`src/hw/rtl/camera_ray_direction_to_rgba_unit_macros.svh`:
```
// Assertion macros shared by the camera ray direction to RGBA unit.
`ifndef CAMERA_RAY_DIRECTION_TO_RGBA_UNIT_MACROS_SVH
`define CAMERA_RAY_DIRECTION_TO_RGBA_UNIT_MACROS_SVH

// Same-cycle implication, sampled on the rising clock edge outside reset.
`define CRD_ASSERT_SAME(label, clk, rst_n, ante, cons) \
    label: assert property (@(posedge clk) disable iff (!rst_n) (ante) |-> (cons)) \
        else $error("assertion failed");

// Next-cycle implication, sampled on the rising clock edge outside reset.
`define CRD_ASSERT_NEXT(label, clk, rst_n, ante, cons) \
    label: assert property (@(posedge clk) disable iff (!rst_n) (ante) |=> (cons)) \
        else $error("assertion failed");

`endif

```
`src/hw/rtl/crdrgba_pkg.sv`:
```
// Shared widths, register codes and helper functions of the ray direction unit.
package crdrgba_pkg;

    localparam int SIDE_W      = 13;
    localparam int MAX_SIDE    = 4096;
    localparam int IDX_W       = 24;
    localparam int MAT_W       = 16;
    localparam int MSUM_W      = MAT_W + 1;
    localparam int BYTE_W      = 8;
    localparam int NORM_BITS   = 20;

    localparam int TXB_W       = SIDE_W + 2;
    localparam int TYB_W       = IDX_W + 3;
    localparam int TZ_W        = 2 * SIDE_W;
    localparam int TX_W        = TXB_W + SIDE_W + 1;
    localparam int TY_W        = TYB_W + SIDE_W + 1;
    localparam int P0_W        = MAT_W + TX_W;
    localparam int P1_W        = MAT_W + TY_W;
    localparam int P2_W        = MSUM_W + TZ_W + 1;
    localparam int D_W         = P1_W + 1;
    localparam int MAG_W       = D_W - 1;
    localparam int SH_W        = $clog2(MAG_W);
    localparam int A_W         = NORM_BITS;
    localparam int SQ_W        = 2 * A_W;
    localparam int SUM_W       = SQ_W + 2;
    localparam int RHS_W       = SQ_W + 16;
    localparam int ACC_W       = SUM_W + 2 * BYTE_W + 1;

    localparam int DIV_STAGES  = IDX_W;
    localparam int MID_STAGES  = 9;
    localparam int BYTE_STAGES = BYTE_W;
    localparam int LATENCY     = DIV_STAGES + MID_STAGES + BYTE_STAGES;

    localparam int APB_AW      = 6;
    localparam int APB_DW      = 64;

    localparam logic [15:0]       FULL_SCALE_SQ = 16'd65025;
    localparam logic [BYTE_W-1:0] ALPHA_OPAQUE  = 8'hFF;

    localparam logic [2:0] REG_FRAME_WIDTH  = 3'd0;
    localparam logic [2:0] REG_FRAME_HEIGHT = 3'd1;
    localparam logic [2:0] REG_MATRIX_COL0  = 3'd2;
    localparam logic [2:0] REG_MATRIX_COL1  = 3'd3;
    localparam logic [2:0] REG_MATRIX_COL2  = 3'd4;
    localparam logic [2:0] REG_MATRIX_COL3  = 3'd5;

    localparam logic [SIDE_W-1:0] RST_FRAME_WIDTH  = 13'd640;
    localparam logic [SIDE_W-1:0] RST_FRAME_HEIGHT = 13'd480;
    localparam logic [APB_DW-1:0] RST_COL0 = 64'h0000_0000_0000_1000;
    localparam logic [APB_DW-1:0] RST_COL1 = 64'h0000_0000_1000_0000;
    localparam logic [APB_DW-1:0] RST_COL2 = 64'h0000_1000_0000_0000;
    localparam logic [APB_DW-1:0] RST_COL3 = 64'h1000_0000_0000_0000;

    typedef logic signed [MAT_W-1:0] t_entry;

    // A zero side counts as one, an oversized side saturates.
    function automatic logic [SIDE_W-1:0] side_clamp(input logic [SIDE_W-1:0] v);
        logic [SIDE_W-1:0] r;
        r = v;
        if (v == '0) begin
            r = SIDE_W'(1);
        end else if (v > SIDE_W'(MAX_SIDE)) begin
            r = SIDE_W'(MAX_SIDE);
        end
        return r;
    endfunction

    function automatic t_entry entry_of(input logic [APB_DW-1:0] col, input int row);
        return t_entry'(col[MAT_W*row +: MAT_W]);
    endfunction

endpackage

```
`src/hw/rtl/crdrgba_byte_search.sv`:
```
// Pipelined bit-by-bit search for the largest byte k with k*k*S <= rhs.
module crdrgba_byte_search (
    input  logic                          i_clk,
    input  logic                          i_en,
    input  logic                          i_keep,
    input  logic [crdrgba_pkg::RHS_W-1:0] i_rhs,
    input  logic [crdrgba_pkg::SUM_W-1:0] i_sum,
    output logic [crdrgba_pkg::BYTE_W-1:0] o_byte
);
    import crdrgba_pkg::*;

    // P holds k*k*S and Q holds k*S, so each trial is shifts and adds only.
    logic [BYTE_W-1:0] r_k    [BYTE_STAGES];
    logic [ACC_W-1:0]  r_p    [BYTE_STAGES];
    logic [ACC_W-1:0]  r_q    [BYTE_STAGES];
    logic [SUM_W-1:0]  r_s    [BYTE_STAGES];
    logic [RHS_W-1:0]  r_rhs  [BYTE_STAGES];
    logic              r_keep [BYTE_STAGES];

    logic [BYTE_W-1:0] c_k    [BYTE_STAGES+1];
    logic [ACC_W-1:0]  c_p    [BYTE_STAGES+1];
    logic [ACC_W-1:0]  c_q    [BYTE_STAGES+1];
    logic [SUM_W-1:0]  c_s    [BYTE_STAGES+1];
    logic [RHS_W-1:0]  c_rhs  [BYTE_STAGES+1];
    logic              c_keep [BYTE_STAGES+1];

    assign c_k[0]    = '0;
    assign c_p[0]    = '0;
    assign c_q[0]    = '0;
    assign c_s[0]    = i_sum;
    assign c_rhs[0]  = i_rhs;
    assign c_keep[0] = i_keep;

    genvar j;
    generate
        for (j = 0; j < BYTE_STAGES; j++) begin : g_stage
            localparam int B = BYTE_STAGES - 1 - j;
            logic [ACC_W-1:0] trial;
            logic             take;

            always_comb begin
                trial = c_p[j] + (c_q[j] << (B + 1)) + (ACC_W'(c_s[j]) << (2 * B));
                take  = trial <= ACC_W'(c_rhs[j]);
            end

            always_ff @(posedge i_clk) begin
                if (i_en) begin
                    r_k[j]    <= take ? (c_k[j] | BYTE_W'(1 << B)) : c_k[j];
                    r_p[j]    <= take ? trial : c_p[j];
                    r_q[j]    <= take ? (c_q[j] + (ACC_W'(c_s[j]) << B)) : c_q[j];
                    r_s[j]    <= c_s[j];
                    r_rhs[j]  <= c_rhs[j];
                    r_keep[j] <= c_keep[j];
                end
            end

            assign c_k[j+1]    = r_k[j];
            assign c_p[j+1]    = r_p[j];
            assign c_q[j+1]    = r_q[j];
            assign c_s[j+1]    = r_s[j];
            assign c_rhs[j+1]  = r_rhs[j];
            assign c_keep[j+1] = r_keep[j];
        end
    endgenerate

    assign o_byte = c_keep[BYTE_STAGES] ? c_k[BYTE_STAGES] : '0;

endmodule

```
`config.mk`:
```
export PLATFORM = sky130hd
export DESIGN_NAME = crdrgba_byte_search
export DESIGN_NICKNAME = d
export VERILOG_FILES = /design/src/hw/rtl/camera_ray_direction_to_rgba_unit_macros.svh /design/src/hw/rtl/crdrgba_pkg.sv /design/src/hw/rtl/crdrgba_byte_search.sv
export SDC_FILE = /design/constraint.sdc
export NUM_CORES = 2
export LEC_CHECK = 0
export BUFFER_PORTS_ARGS = -buffer_cell sky130_fd_sc_hd__buf_2
export CAP_MARGIN = 20
export CORE_MARGIN = 2
export CORE_UTILIZATION = 36
export DETAILED_ROUTE_END_ITERATION = 10
export SETUP_SLACK_MARGIN = 0.15
export SLEW_MARGIN = 40
export SYNTH_ARGS = -nofsm -noshare
export SYNTH_HDL_FRONTEND = slang
export SYNTH_SLANG_ARGS = --single-unit
```
`constraint.sdc`:
```
create_clock -name i_clk -period 17.2 [get_ports i_clk]
set_clock_uncertainty 0.15 [all_clocks]
set_input_delay 3.44 -clock i_clk [delete_from_list [all_inputs] [get_ports i_clk]]
set_output_delay 3.44 -clock i_clk [all_outputs]
set_load 0.02 [all_outputs]
```
==> results.md <==
- Outcome: completed
- Remaining antenna violation count after routing: 0
- Layout Nets: 9785
- Largest net degree at the start of global routing: 156
- TritonCTS Buffers: 153
- Core ar.: 259000 µm²
- Initial antenna violation count: 3
- Clk slew on worst S/H paths: 0.06 ns
- Worst Path Arrival: 9.98 ns
- Die span in y: 514 µm
- Post-synthesis xor/xnor area fraction: 5.14%
- Asr flop ratio synth: 0%
- CP peak stage delay: 0.71 ns
- Worst min-delay path class: flop to flop
- Cts hold-fix bufs: 0
- Fill cells: 24300
- Max Slew Vio Count: 0
- Crit Path Max Fanout: 130
- GRT overflow: 0
- Design Area, Final: 103000 µm²
- DR pass1 iterations: 8
- Max cap viols: 0
- Clock period minus worst slack: 9.58 ns
- Syn Std Cell Area: 93500 µm²
- Max Fclk: 104 MHz
- Simple-gate share of the synthesized area: 9.17%
- Final core occ: 39.9%
- Drt initial violations: 4232
- Die Wd: 514 µm
- Critical Path Slowest Stage Cell: inv_1
- Number of global-route vias before repair: 66500
- Mean Syn Cell Area: 11.3 µm²
- Boundary Pins: 109
- Setup Viol. Count Final: 0
- Critical setup path kind: flop to flop
- WP data required: 17.60 ns
- Die ar.: 264000 µm²
- Worst slew pin tran: 0.862 ns
- Post-CTS Setup Repair Bufs: 0
- PostCTS Resize Cnt: 0
- Top_reg_cell synth: edfxtp_1
- CP dominant cell by count: nand4_1
- Reg2Reg Depth: 28
- Placed cell count: 11700
- Fin. Hold Viols: 0
- Clk_lat worst skew: 0.83 ns
- Commonest non-fill, non-tap cells in the layout: edfxtp_1, ha_1, a21oi_1, inv_1, nand2_1
- Fin crit share: 55.7%
- Adder-cell share of the synthesized area: 19.0%
- IO buf count: 108
- TritonCTS clock tree: done
- Commonest non-fill, non-tap cell in the layout: edfxtp_1
- Vias: 64400
- Post-synthesis mux area share: 4.06%
- GR Util All Layers: 19.1%
- Share of layout cells above drive strength 1: 9.35%
- Num rows: 187
- Hold Path Cell Cnt: 0
- Post-synth EDFFs: 1371
- Mapped Cells: 8271
- First-pass GRT wire length: 388000 µm
- Slew headroom: 42.0%
- Drt drc: 0
- CP startpoint kind: flop
- Final wirelength: 254000 µm
- Synth Area in Compound Gates: 15.5%
- Drt wl/cell: 21.2 µm
- Yosys reg bits: 1371
- RSZ-0062 raised after global routing: no
- Clock Sinks: 1371
- CTS max path bufs: 3
- Root Buffer: clkbuf_16
- GP Congestion: 0.950
- Post-synthesis sequential area ratio: 44.0%
- Synth Warn #: 0
- DP HPWL: 207000 µm
- CP endpoint kind: flop
- Non-filler cells, final: 12000
- Largest family of logic cells by synthesized area: adder cells
- Via-to-Cell Ratio: 5.39
- Layout area overhead: 10.5%
- Post-Place Cell Area: 98200 µm²
- CTS H-tree lvls: 4
- Starting Density: 36.1%
- Fin Setup TNS: 0 ns
- Synth unique cells: 96
-- cells by family (layout without fill, tap and decap cells) --
group                      count (synthesis)  count (layout)
AOI/OAI and AO/OA                       2266            2266
xor gates and xnor gates                 549             549
adders and majority gates               1272            1272
buffers and inverters                    763            1027
DFF                                     1371            1371
muxes                                    338             338
other                                      1              21
and+or+nand+nor                         1711            1711
-- cell type report --
type / count / area, µm² / area share, %
timing repair buffer: 158 / 1090 / 1.06
inverter: 589 / 2210 / 2.14
antenna: 18 / 45.0 / 0.0436
clock buffer: 185 / 3970 / 3.84
sequential: 1371 / 41200 / 39.8
tap: 3402 / 4260 / 4.12
multi-input combinational: 6139 / 49600 / 47.9
clock inverter: 95 / 1050 / 1.02
-- path summary, 6_finish.rpt --
| path | to | slack (ns) | start |
|---|---|---|---|
| worst max-delay path | r_p[6][55] | 7.62 | r_s[5][3] |
| worst min register to register | r_k[0][31] | 0.26 | r_k[0][23] |
| worst min-delay path | r_k[0][31] | 0.26 | r_k[0][23] |
| worst max register to register | r_p[6][55] | 7.62 | r_s[5][3] |
-- per-stage QoR --
stage | setup slack [ns] | hold WS [ns]
finish | 7.62 | 0.257
global route | 7.29 | 0.275
CTS | 7.41 | 0.261
detailed placement | 7.42 | 0.255
global placement | 5.63 | 0.251
floorplan | 10.63 | 0.250
-- synthesized netlist by cell type (all sizes together), types with 89 or more instances --
| master | n | share of area [%] |
|---|---|---|
| nand4 | 177 | 1.2 |
| inv | 587 | 2.4 |
| nor2b | 101 | 0.68 |
| clkbuf | 127 | 0.51 |
| fa | 247 | 5.3 |
| a21oi | 655 | 3.5 |
| mux2 | 334 | 4.0 |
| xor2 | 217 | 2.0 |
| a21o | 492 | 3.9 |
| o21a | 89 | 0.71 |
| edfxtp | 1371 | 44 |
| o21ai | 501 | 2.7 |
| nor2 | 321 | 1.3 |
| ha | 1025 | 14 |
| and2 | 108 | 0.73 |
| o21bai | 92 | 0.74 |
| xnor2 | 332 | 3.1 |
| nand3 | 131 | 0.70 |
| nand2 | 500 | 2.0 |
-- critical path: cells and delay by family, from the launching register on --
kind            cells  cell delay [ns]
compound gates      8             2.47
fa+ha+maj           4             1.22
mux                 1             0.43
buf+inv             5             1.54
flops               1             0.50
simple gates        9             2.61
xor+xnor            1             0.11
-- layer usage --
metal	GRT usage (%)	up-vias	routed length [µm]
li1	-	31200	-
met1	25.0	31300	114000
met2	31.8	1456	118000
met3	1.75	460	8450
met4	9.01	0	13000
met5	0	-	0
-- flip-flops by register name, indices dropped and copies added (netlist names) --
register and flops:
r_q 289, r_s 294, r_p 352, r_keep 8, r_k 36, r_rhs 392
Power is not shown: default switching activity piles up to over one toggle a cycle in this logic, so the estimate is an artifact.
