### src/hw/rtl/camera_ray_direction_to_rgba_unit_macros.svh
// Assertion macros shared by the camera ray direction to RGBA unit.
`ifndef CAMERA_RAY_DIRECTION_TO_RGBA_UNIT_MACROS_SVH
`define CAMERA_RAY_DIRECTION_TO_RGBA_UNIT_MACROS_SVH

// Same-cycle implication, sampled on the rising clock edge outside reset.
`define CRD_ASSERT_SAME(label, clk, rst_n, ante, cons) \
    label: assert property (@(posedge clk) disable iff (!rst_n) (ante) |-> (cons)) \
        else $error("assertion failed");

// Next-cycle implication, sampled on the rising clock edge outside reset.
`define CRD_ASSERT_NEXT(label, clk, rst_n, ante, cons) \
    label: assert property (@(posedge clk) disable iff (!rst_n) (ante) |=> (cons)) \
        else $error("assertion failed");

`endif

### src/hw/rtl/crdrgba_pkg.sv
// Shared widths, register codes and helper functions of the ray direction unit.
package crdrgba_pkg;

    localparam int SIDE_W      = 13;
    localparam int MAX_SIDE    = 4096;
    localparam int IDX_W       = 24;
    localparam int MAT_W       = 16;
    localparam int MSUM_W      = MAT_W + 1;
    localparam int BYTE_W      = 8;
    localparam int NORM_BITS   = 20;

    localparam int TXB_W       = SIDE_W + 2;
    localparam int TYB_W       = IDX_W + 3;
    localparam int TZ_W        = 2 * SIDE_W;
    localparam int TX_W        = TXB_W + SIDE_W + 1;
    localparam int TY_W        = TYB_W + SIDE_W + 1;
    localparam int P0_W        = MAT_W + TX_W;
    localparam int P1_W        = MAT_W + TY_W;
    localparam int P2_W        = MSUM_W + TZ_W + 1;
    localparam int D_W         = P1_W + 1;
    localparam int MAG_W       = D_W - 1;
    localparam int SH_W        = $clog2(MAG_W);
    localparam int A_W         = NORM_BITS;
    localparam int SQ_W        = 2 * A_W;
    localparam int SUM_W       = SQ_W + 2;
    localparam int RHS_W       = SQ_W + 16;
    localparam int ACC_W       = SUM_W + 2 * BYTE_W + 1;

    localparam int DIV_STAGES  = IDX_W;
    localparam int MID_STAGES  = 9;
    localparam int BYTE_STAGES = BYTE_W;
    localparam int LATENCY     = DIV_STAGES + MID_STAGES + BYTE_STAGES;

    localparam int APB_AW      = 6;
    localparam int APB_DW      = 64;

    localparam logic [15:0]       FULL_SCALE_SQ = 16'd65025;
    localparam logic [BYTE_W-1:0] ALPHA_OPAQUE  = 8'hFF;

    localparam logic [2:0] REG_FRAME_WIDTH  = 3'd0;
    localparam logic [2:0] REG_FRAME_HEIGHT = 3'd1;
    localparam logic [2:0] REG_MATRIX_COL0  = 3'd2;
    localparam logic [2:0] REG_MATRIX_COL1  = 3'd3;
    localparam logic [2:0] REG_MATRIX_COL2  = 3'd4;
    localparam logic [2:0] REG_MATRIX_COL3  = 3'd5;

    localparam logic [SIDE_W-1:0] RST_FRAME_WIDTH  = 13'd640;
    localparam logic [SIDE_W-1:0] RST_FRAME_HEIGHT = 13'd480;
    localparam logic [APB_DW-1:0] RST_COL0 = 64'h0000_0000_0000_1000;
    localparam logic [APB_DW-1:0] RST_COL1 = 64'h0000_0000_1000_0000;
    localparam logic [APB_DW-1:0] RST_COL2 = 64'h0000_1000_0000_0000;
    localparam logic [APB_DW-1:0] RST_COL3 = 64'h1000_0000_0000_0000;

    typedef logic signed [MAT_W-1:0] t_entry;

    // A zero side counts as one, an oversized side saturates.
    function automatic logic [SIDE_W-1:0] side_clamp(input logic [SIDE_W-1:0] v);
        logic [SIDE_W-1:0] r;
        r = v;
        if (v == '0) begin
            r = SIDE_W'(1);
        end else if (v > SIDE_W'(MAX_SIDE)) begin
            r = SIDE_W'(MAX_SIDE);
        end
        return r;
    endfunction

    function automatic t_entry entry_of(input logic [APB_DW-1:0] col, input int row);
        return t_entry'(col[MAT_W*row +: MAT_W]);
    endfunction

endpackage

### src/hw/rtl/crdrgba_divider.sv
// Pipelined restoring divider: one quotient bit per stage, splits the index into row and column.
module crdrgba_divider (
    input  logic                         i_clk,
    input  logic                         i_en,
    input  logic [crdrgba_pkg::IDX_W-1:0]  i_dividend,
    input  logic [crdrgba_pkg::SIDE_W-1:0] i_divisor,
    output logic [crdrgba_pkg::IDX_W-1:0]  o_quotient,
    output logic [crdrgba_pkg::SIDE_W-1:0] o_remainder
);
    import crdrgba_pkg::*;

    logic [SIDE_W-1:0] r_rem [DIV_STAGES];
    logic [IDX_W-1:0]  r_num [DIV_STAGES];
    logic [IDX_W-1:0]  r_quo [DIV_STAGES];

    logic [SIDE_W-1:0] c_rem [DIV_STAGES+1];
    logic [IDX_W-1:0]  c_num [DIV_STAGES+1];
    logic [IDX_W-1:0]  c_quo [DIV_STAGES+1];

    assign c_rem[0] = '0;
    assign c_num[0] = i_dividend;
    assign c_quo[0] = '0;

    genvar j;
    generate
        for (j = 0; j < DIV_STAGES; j++) begin : g_stage
            logic [SIDE_W:0]   trial;
            logic              ge;
            logic [SIDE_W-1:0] n_rem;

            always_comb begin
                trial = {c_rem[j], c_num[j][IDX_W-1]};
                ge    = trial >= {1'b0, i_divisor};
                n_rem = ge ? SIDE_W'(trial - {1'b0, i_divisor}) : SIDE_W'(trial);
            end

            always_ff @(posedge i_clk) begin
                if (i_en) begin
                    r_rem[j] <= n_rem;
                    r_num[j] <= {c_num[j][IDX_W-2:0], 1'b0};
                    r_quo[j] <= {c_quo[j][IDX_W-2:0], ge};
                end
            end

            assign c_rem[j+1] = r_rem[j];
            assign c_num[j+1] = r_num[j];
            assign c_quo[j+1] = r_quo[j];
        end
    endgenerate

    assign o_quotient  = c_quo[DIV_STAGES];
    assign o_remainder = c_rem[DIV_STAGES];

endmodule

### config.mk
export PLATFORM = sky130hd
export DESIGN_NAME = crdrgba_divider
export DESIGN_NICKNAME = d
export VERILOG_FILES = /design/src/hw/rtl/camera_ray_direction_to_rgba_unit_macros.svh /design/src/hw/rtl/crdrgba_pkg.sv /design/src/hw/rtl/crdrgba_divider.sv
export SDC_FILE = /design/constraint.sdc
export NUM_CORES = 1
export LEC_CHECK = 0
export BUFFER_PORTS_ARGS = -buffer_cell sky130_fd_sc_hd__buf_2
export CAP_MARGIN = 5
export CORE_AREA = 2 2 285 287
export CTS_BUF_LIST = sky130_fd_sc_hd__clkbuf_4 sky130_fd_sc_hd__clkbuf_8
export DETAILED_ROUTE_END_ITERATION = 10
export DIE_AREA = 0 0 287 289
export PLACE_DENSITY = 0.71
export SLEW_MARGIN = 30
export SYNTH_ARGS = -nofsm -noshare
export SYNTH_HDL_FRONTEND = slang
export SYNTH_SLANG_ARGS = --single-unit
### constraint.sdc
create_clock -name i_clk -period 4 [get_ports i_clk]
set_input_delay 0.4 -clock i_clk [delete_from_list [all_inputs] [get_ports i_clk]]
set_output_delay 0.4 -clock i_clk [all_outputs]
set_load 0.05 [all_outputs]
==> reports/qor.csv, run 1 <==
stage,metric,value,unit
yosys,synthesized flop and latch total,888,
power_and_ir_drop,Pwr per Cell Area,757.4,nW/um^2
sta,clock skew after layout,0.05061,ns
clocking,postcts setup bufs,0,
sta,Max Freq,317.3,MHz
floorplanning,Initial Util,54.36,%
sta,Final TNS setup,0,ns
floorplanning,site row count,104,
final_layout,"commonest non-fill, non-tap cell in the layout",edfxtp_1,
global_route,vias in the first global route,26235,
yosys,register area share after synthesis,61.39,%
final_layout,Fillers,6046,
critical_path,Crit path required time,4.54,ns
critical_path,CP Launch Point,r_num[2][22],
sta,Hold Fails Final Rpt,0,
global_route,Overflow after GRT,0,
clocking,CTS max path bufs,3,
floorplanning,Core Box Area,79900,um^2
sta,Relative slew margins,40.43,%
critical_path,flop2flop setup slack,0.85,ns
critical_path,Startpoint Class,flip-flop,
critical_path,Worst Setup Path Type,flip-flop to flip-flop,
clocking,CTS tree,built,
power_and_ir_drop,VDD IR-drop max,504.1,uV
detailed_routing,drt pass-1 iters,5,
critical_path,CP max FO,16,
placement,DPL Wire Length,54.40,mm
detailed_routing,Post-Route WL,82.21,mm
final_layout,Nets,3784,
placement,Routability Congestion,0.8989,
clocking,Post-CTS Resized,0,
critical_path,Setup crit end,r_rem[2][17],
yosys,number of enable flip-flop cells after synthesis,888,
yosys,ys flop type,edfxtp_1,
detailed_routing,DRC,0,
yosys,syn_nets,3536,
floorplanning,die area,82940,um^2
yosys,mean post-synth cell area,13.69,um^2
power_and_ir_drop,Leak,0.01865,uW
clocking,CTS Sinks,888,
clocking,clk root buf,clkbuf_8,
critical_path,Worst Reg-to-Reg Cells,11,
global_route,largest net degree at the start of global routing,101,
critical_path,CP max-delay cell,o21ai_1,
global_route,antenna violations before repair,1,
critical_path,cell breakdown of the critical path,inv_1 > ha_1 > fa_1 > nor2b_1 > o31a_1 > nor2_1 > a211oi_1 > nor3_1 > o21ai_1 > buf_12 > mux2_2,
sta,period utilisation layout,78.79,%
floorplanning,Chip Height,289,um
min_path,Tightest Hold Check Type,primary input to flip-flop,
yosys,"FFs w/ async S/R, synth",0,%
detailed_routing,Avg Vias per Cell,5.570,
critical_path,CP max stage delay,0.47,ns
detailed_routing,drt initial violations,1635,
detailed_routing,Detail Route Antenna Nets,0,
detailed_routing,drt wl/cell,17.88,um
placement,Cells after DPL,4304,
detailed_routing,Via Count,25603,
critical_path,reg2reg end,r_rem[2][17],
final_layout,"commonest cells after routing, fill and taps aside","edfxtp_1, ha_1, o21ai_0",
sta,min Tclk post-route,3.152,ns
clocking,hold_buf cts,24,
final_layout,Final Non-Filler Cells,4597,
final_layout,Area Growth Syn to Fin,12.52,%
flow_run,Max-Cap Viols,0,
yosys,Mapped Area,43430,um^2
floorplanning,I/O pin total,76,
sta,worst hold slack,0.1413,ns
global_route,gr usage total,20.08,%
final_layout,final core area utilization,61.17,%
sta,final setup vio count,0,
yosys,synthesis warning total,0,
sta,"Slew Viols, Final",0,
clocking,clk_lat worst skew,0.83,ns
sta,RSZ-0062 raised after global routing,false,
clocking,CTS Buf Count,151,
status,outcome,"finished, final reports clean",
critical_path,CP arrival,3.69,ns
clocking,"CTS clk-pin slew, worst paths",0.06,ns
final_layout,share of layout cells above drive strength 1,15.70,%
global_route,first-pass GRT wire length,132.2,mm
clocking,H-tree levels,4,
sta,worst slew pin tran,0.8934,ns
placement,PortBufs,75,
yosys,post-synth cell types,72,
floorplanning,Die Span X,287,um
critical_path,r2r startpoint,r_num[2][22],
critical_path,CP Capture Type,flip-flop,
yosys,post-synthesis cell count,3173,
flip-flops by register name, indices dropped and copies added (netlist names):
signal  flops
r_num     276
r_quo     300
r_rem     312
synth_stat cells, drive strengths merged (16+ instances only):
master | count | area (um^2)
a211oi | 21 | 167.7
a21boi | 25 | 187.7
a21o | 81 | 608.1
a21oi | 184 | 920.9
a31oi | 19 | 118.9
and2 | 39 | 244.0
buf | 64 | 452.9
clkbuf | 20 | 75.07
edfxtp | 888 | 26670
fa | 23 | 460.4
ha | 301 | 3766
inv | 129 | 484.2
mux2 | 130 | 1464
mux2i | 31 | 310.3
nand2 | 234 | 878.3
nand2b | 33 | 211.5
nand3 | 16 | 80.08
nand4 | 36 | 225.2
nor2 | 123 | 461.7
nor2b | 46 | 287.8
nor3 | 30 | 175.2
o21a | 36 | 270.3
o21ai | 287 | 1444
o21bai | 24 | 180.2
o31ai | 17 | 127.6
xnor2 | 121 | 1060
xor2 | 107 | 937.2
layer usage:
metal / wire (um) / global-route usage, %
met5: 0 / 0
met2: 40260 / 34.05
met3: 3474 / 3.835
met1: 36010 / 25.64
met4: 2465 / 7.826
critical path: cells and delay by family, from the launching register on:
kind | cells | cell delay [ns]
multiplexers | 1 | 0.33
AND/OR/NAND/NOR | 3 | 0.35
adder cells (fa/ha/maj) | 2 | 0.63
AO/OA/AOI/OAI | 3 | 0.93
buffers and inverters | 2 | 0.27
flip-flops | 1 | 0.39
worst min path at each step:
| stage | start | to | slack, ns | cells after the start |
|---|---|---|---|---|
| floorplan | r_num[0][76] | r_num[0][100] | 0.40 | 0 |
| global placement | r_quo[2][158] | r_quo[2][183] | 0.40 | 0 |
| detailed placement | r_num[0][111] | r_num[0][135] | 0.40 | 0 |
| CTS | i_en | r_num[0][59] | 0.11 | 1 |
| global route | i_en | r_num[0][83] | 0.16 | 1 |
| finish | i_en | r_num[0][12] | 0.14 | 1 |
area by class of cell:
| type | instances | area (um^2) | area share, % |
|---|---|---|---|
| flip-flops and latches | 888 | 26670 | 54.56 |
| repair buffers | 179 | 1564 | 3.200 |
| clock inverters | 81 | 715.7 | 1.464 |
| diodes | 1 | 2.502 | 0.005120 |
| well taps | 1060 | 1326 | 2.714 |
| multi-input cells | 2072 | 15760 | 32.25 |
| inverters | 129 | 484.2 | 0.9908 |
| clock buffers | 187 | 2355 | 4.818 |
kinds of logic (layout without fill, tap and decap cells):
group	count (synthesis)	count (layout)	share of synthesized area, %
xor+xnor	228	228	4.598
compound gates	768	768	11.39
fa+ha+maj	324	324	9.731
mux	161	161	4.085
other cells	0	1	0
buf+inv	213	576	2.331
flops	888	888	61.39
simple gates	591	591	6.473
power breakdown:
group / switching [uW] / internal, uW
clock network: 3700 / 4530
logic: 7830 / 6550
registers: 1090 / 13300
through the flow:
step | total power (uW) | setup WS [ns] | cell area [um^2]
after floorplan | 25410 | 0.8359 | 43430
after global placement | 28310 | 0.3324 | 45560
after detailed placement | 28770 | 0.2928 | 45560
after CTS | 37270 | 0.8442 | 48870
after global routing | 39580 | 0.6268 | 48870
final | 37020 | 0.8483 | 48870
Note: power is estimated with default switching activity, not from simulation.
==> run 2: changes to the inputs <==
==> constraint.sdc (replaced) <==
create_clock -name i_clk -period 3.1 [get_ports i_clk]
set_input_delay 0.31 -clock i_clk [delete_from_list [all_inputs] [get_ports i_clk]]
set_output_delay 0.31 -clock i_clk [all_outputs]
set_load 0.05 [all_outputs]
==> run 2 against run 1 <==
  * Global-route usage rose by 0.63 points
  * Fmax rose by 9.5%
  * First-iteration DRC count fell by 9.8%
  * Critical path depth rose by 1
  * Clock power rose by 25%
  * Total power rose by 32%
==> reports/qor.csv, run 2 (synthesized netlist as in run 1, its figures left out) <==
stage,metric,value,unit
status,outcome,"finished, final reports clean",
sta,Final TNS setup,0,ns
critical_path,CP max FO,3,
final_layout,"commonest non-fill, non-tap cell in the layout",edfxtp_1,
final_layout,post-route cell area,50180,um^2
sta,final setup vio count,0,
critical_path,Most Frequent Cell on Critical Path,o21ai_0,
detailed_routing,drt initial violations,1475,
detailed_routing,Avg Vias per Cell,5.537,
final_layout,share of layout cells above drive strength 1,19.57,%
floorplanning,Initial Util,54.36,%
critical_path,CP max-delay cell,fa_1,
clocking,postcts setup bufs,0,
global_route,antenna violations before repair,2,
power_and_ir_drop,VDD IR-drop max,551.7,uV
power_and_ir_drop,clock power share,21.1,%
power_and_ir_drop,Pwr per Cell Area,974.9,nW/um^2
sta,worst slew pin tran,0.6074,ns
critical_path,Crit path required time,3.64,ns
floorplanning,site row count,104,
flow_run,Max-Cap Viols,0,
floorplanning,Core Box Area,79900,um^2
critical_path,CP arrival,3.42,ns
global_route,largest net degree at the start of global routing,73,
clocking,CTS max path bufs,3,
final_layout,Top reg by flops,r_rem,
clocking,CTS Sinks,888,
global_route,Overflow after GRT,0,
final_layout,Area Growth Syn to Fin,15.54,%
clocking,CTS Buf Count,152,
clocking,"CTS clk-pin slew, worst paths",0.06,ns
floorplanning,I/O pin total,76,
global_route,gr usage total,20.71,%
detailed_routing,Post-Route WL,84.76,mm
sta,Hold Fails Final Rpt,0,
power_and_ir_drop,NetSw,16640,uW
power_and_ir_drop,Comb pwr share,40.9,%
detailed_routing,DRC,0,
sta,"Slew Viols, Final",0,
global_route,vias in the first global route,27142,
critical_path,cell breakdown of the critical path,inv_1 > ha_1 > fa_1 > nor2b_1 > o21ai_0 > a21oi_1 > nor3_1 > o21ai_0 > buf_4 > a21boi_0 > xnor2_1 > a221o_1,
sta,clock skew after layout,0.04598,ns
sta,period utilisation layout,92.81,%
placement,DPL Wire Length,57.48,mm
final_layout,"commonest cells after routing, fill and taps aside","edfxtp_1, ha_1, o21ai_0",
detailed_routing,drt wl/cell,17.75,um
global_route,first-pass GRT wire length,136.8,mm
floorplanning,die area,82940,um^2
power_and_ir_drop,Reg power frac,38.0,%
power_and_ir_drop,Leak,0.01948,uW
clocking,CTS tree,built,
sta,RSZ-0062 raised after global routing,false,
power_and_ir_drop,switching share of power,34.02,%
critical_path,CP max stage delay,0.41,ns
floorplanning,Chip Height,289,um
final_layout,Nets,3959,
placement,PortBufs,75,
clocking,clk root buf,clkbuf_8,
critical_path,Startpoint Class,flip-flop,
floorplanning,Die Span X,287,um
detailed_routing,drt pass-1 iters,5,
placement,post-placement cell area,46920,um^2
critical_path,CP Capture Type,flip-flop,
final_layout,max FFs per register,312,
power_and_ir_drop,Internal Power,32280,uW
placement,Routability Congestion,0.8988,
detailed_routing,Via Count,26437,
critical_path,Worst Setup Path Type,flip-flop to flip-flop,
final_layout,Fillers,6056,
final_layout,Regs by FF count,"r_rem x312, r_quo x300, r_num x276",
clocking,H-tree levels,4,
detailed_routing,Detail Route Antenna Nets,0,
sta,min Tclk post-route,2.877,ns
clocking,clk_lat worst skew,0.81,ns
sta,Max Freq,347.6,MHz
sta,Relative slew margins,59.51,%
min_path,Tightest Hold Check Type,primary input to flip-flop,
==> run 2: timing repair <==
item / in CTS / in global routing
hold buffers: 25 / 0
endpoints found under the hold margin: 64 / 0
gates resized for setup: 0 / 1
endpoints found under the setup margin: 0 / 1
==> run 2: power by group through the flow <==
stage	logic [uW]	registers (uW)	clock network, uW
floorplan	14700	18100	0
global placement	19100	18800	0
detailed placement	19800	18800	0
CTS	19900	18600	10700
global route	22200	18800	11200
finish	20000	18600	10300
==> run 2: layout make-up <==
cell class | count | area, um^2 | area share, %
multi-input combinational | 2072 | 15760 | 31.41
clock inverter | 83 | 636.9 | 1.269
sequential | 888 | 26670 | 53.14
inverter | 129 | 484.2 | 0.9649
tap | 1060 | 1326 | 2.643
timing repair buffer | 353 | 2935 | 5.849
clock buffer | 189 | 2370 | 4.722
antenna | 1 | 2.502 | 0.004986
==> run 2: stage by stage <==
step | worst slack, ns | total power [uW] | std cells | util [%] | hold WS [ns]
floorplan | 0.02588 | 32790 | 3173 | - | 0.4003
global placement | -0.2239 | 37890 | 4477 | 58.73 | 0.4004
detailed placement | -0.3323 | 38570 | 4477 | 58.73 | 0.4045
CTS | 0.1221 | 49270 | 4774 | 62.80 | 0.02483
global route | 0.007824 | 52290 | 4775 | 62.81 | 0.1112
finish | 0.2229 | 48930 | 4775 | 62.81 | 0.1017
==> run 2: worst max-delay path, delay by kind of cell (launching register included) <==
kind | cells | cell delay (ns)
compound gates | 5 | 1.11
xor+xnor | 1 | 0.14
fa+ha+maj | 2 | 0.61
buf+inv | 2 | 0.25
flops | 1 | 0.32
simple gates | 2 | 0.19
==> run 2: per-layer routing <==
| layer | vias up | track usage (%) | part of all wire (%) |
|---|---|---|---|
| met1 | 12709 | 26.24 | 43 |
| met5 | - | 0 | 0 |
| met2 | 620 | 35.18 | 49 |
| met4 | 0 | 8.060 | 3.1 |
| li1 | 12898 | - | - |
| met3 | 210 | 4.150 | 4.8 |
==> run 2: worst paths after layout <==
| check | startpoint | end | slack (ns) | cells past startpoint |
|---|---|---|---|---|
| hold / removal | i_divisor[10] | r_rem[0][6] | 0.10 | 3 |
| hold reg to reg | r_quo[2][58] | r_quo[2][83] | 0.39 | 0 |
| setup / recovery | r_num[2][91] | r_rem[2][64] | 0.22 | 12 |
| setup reg to reg | r_num[2][91] | r_rem[2][64] | 0.22 | 12 |
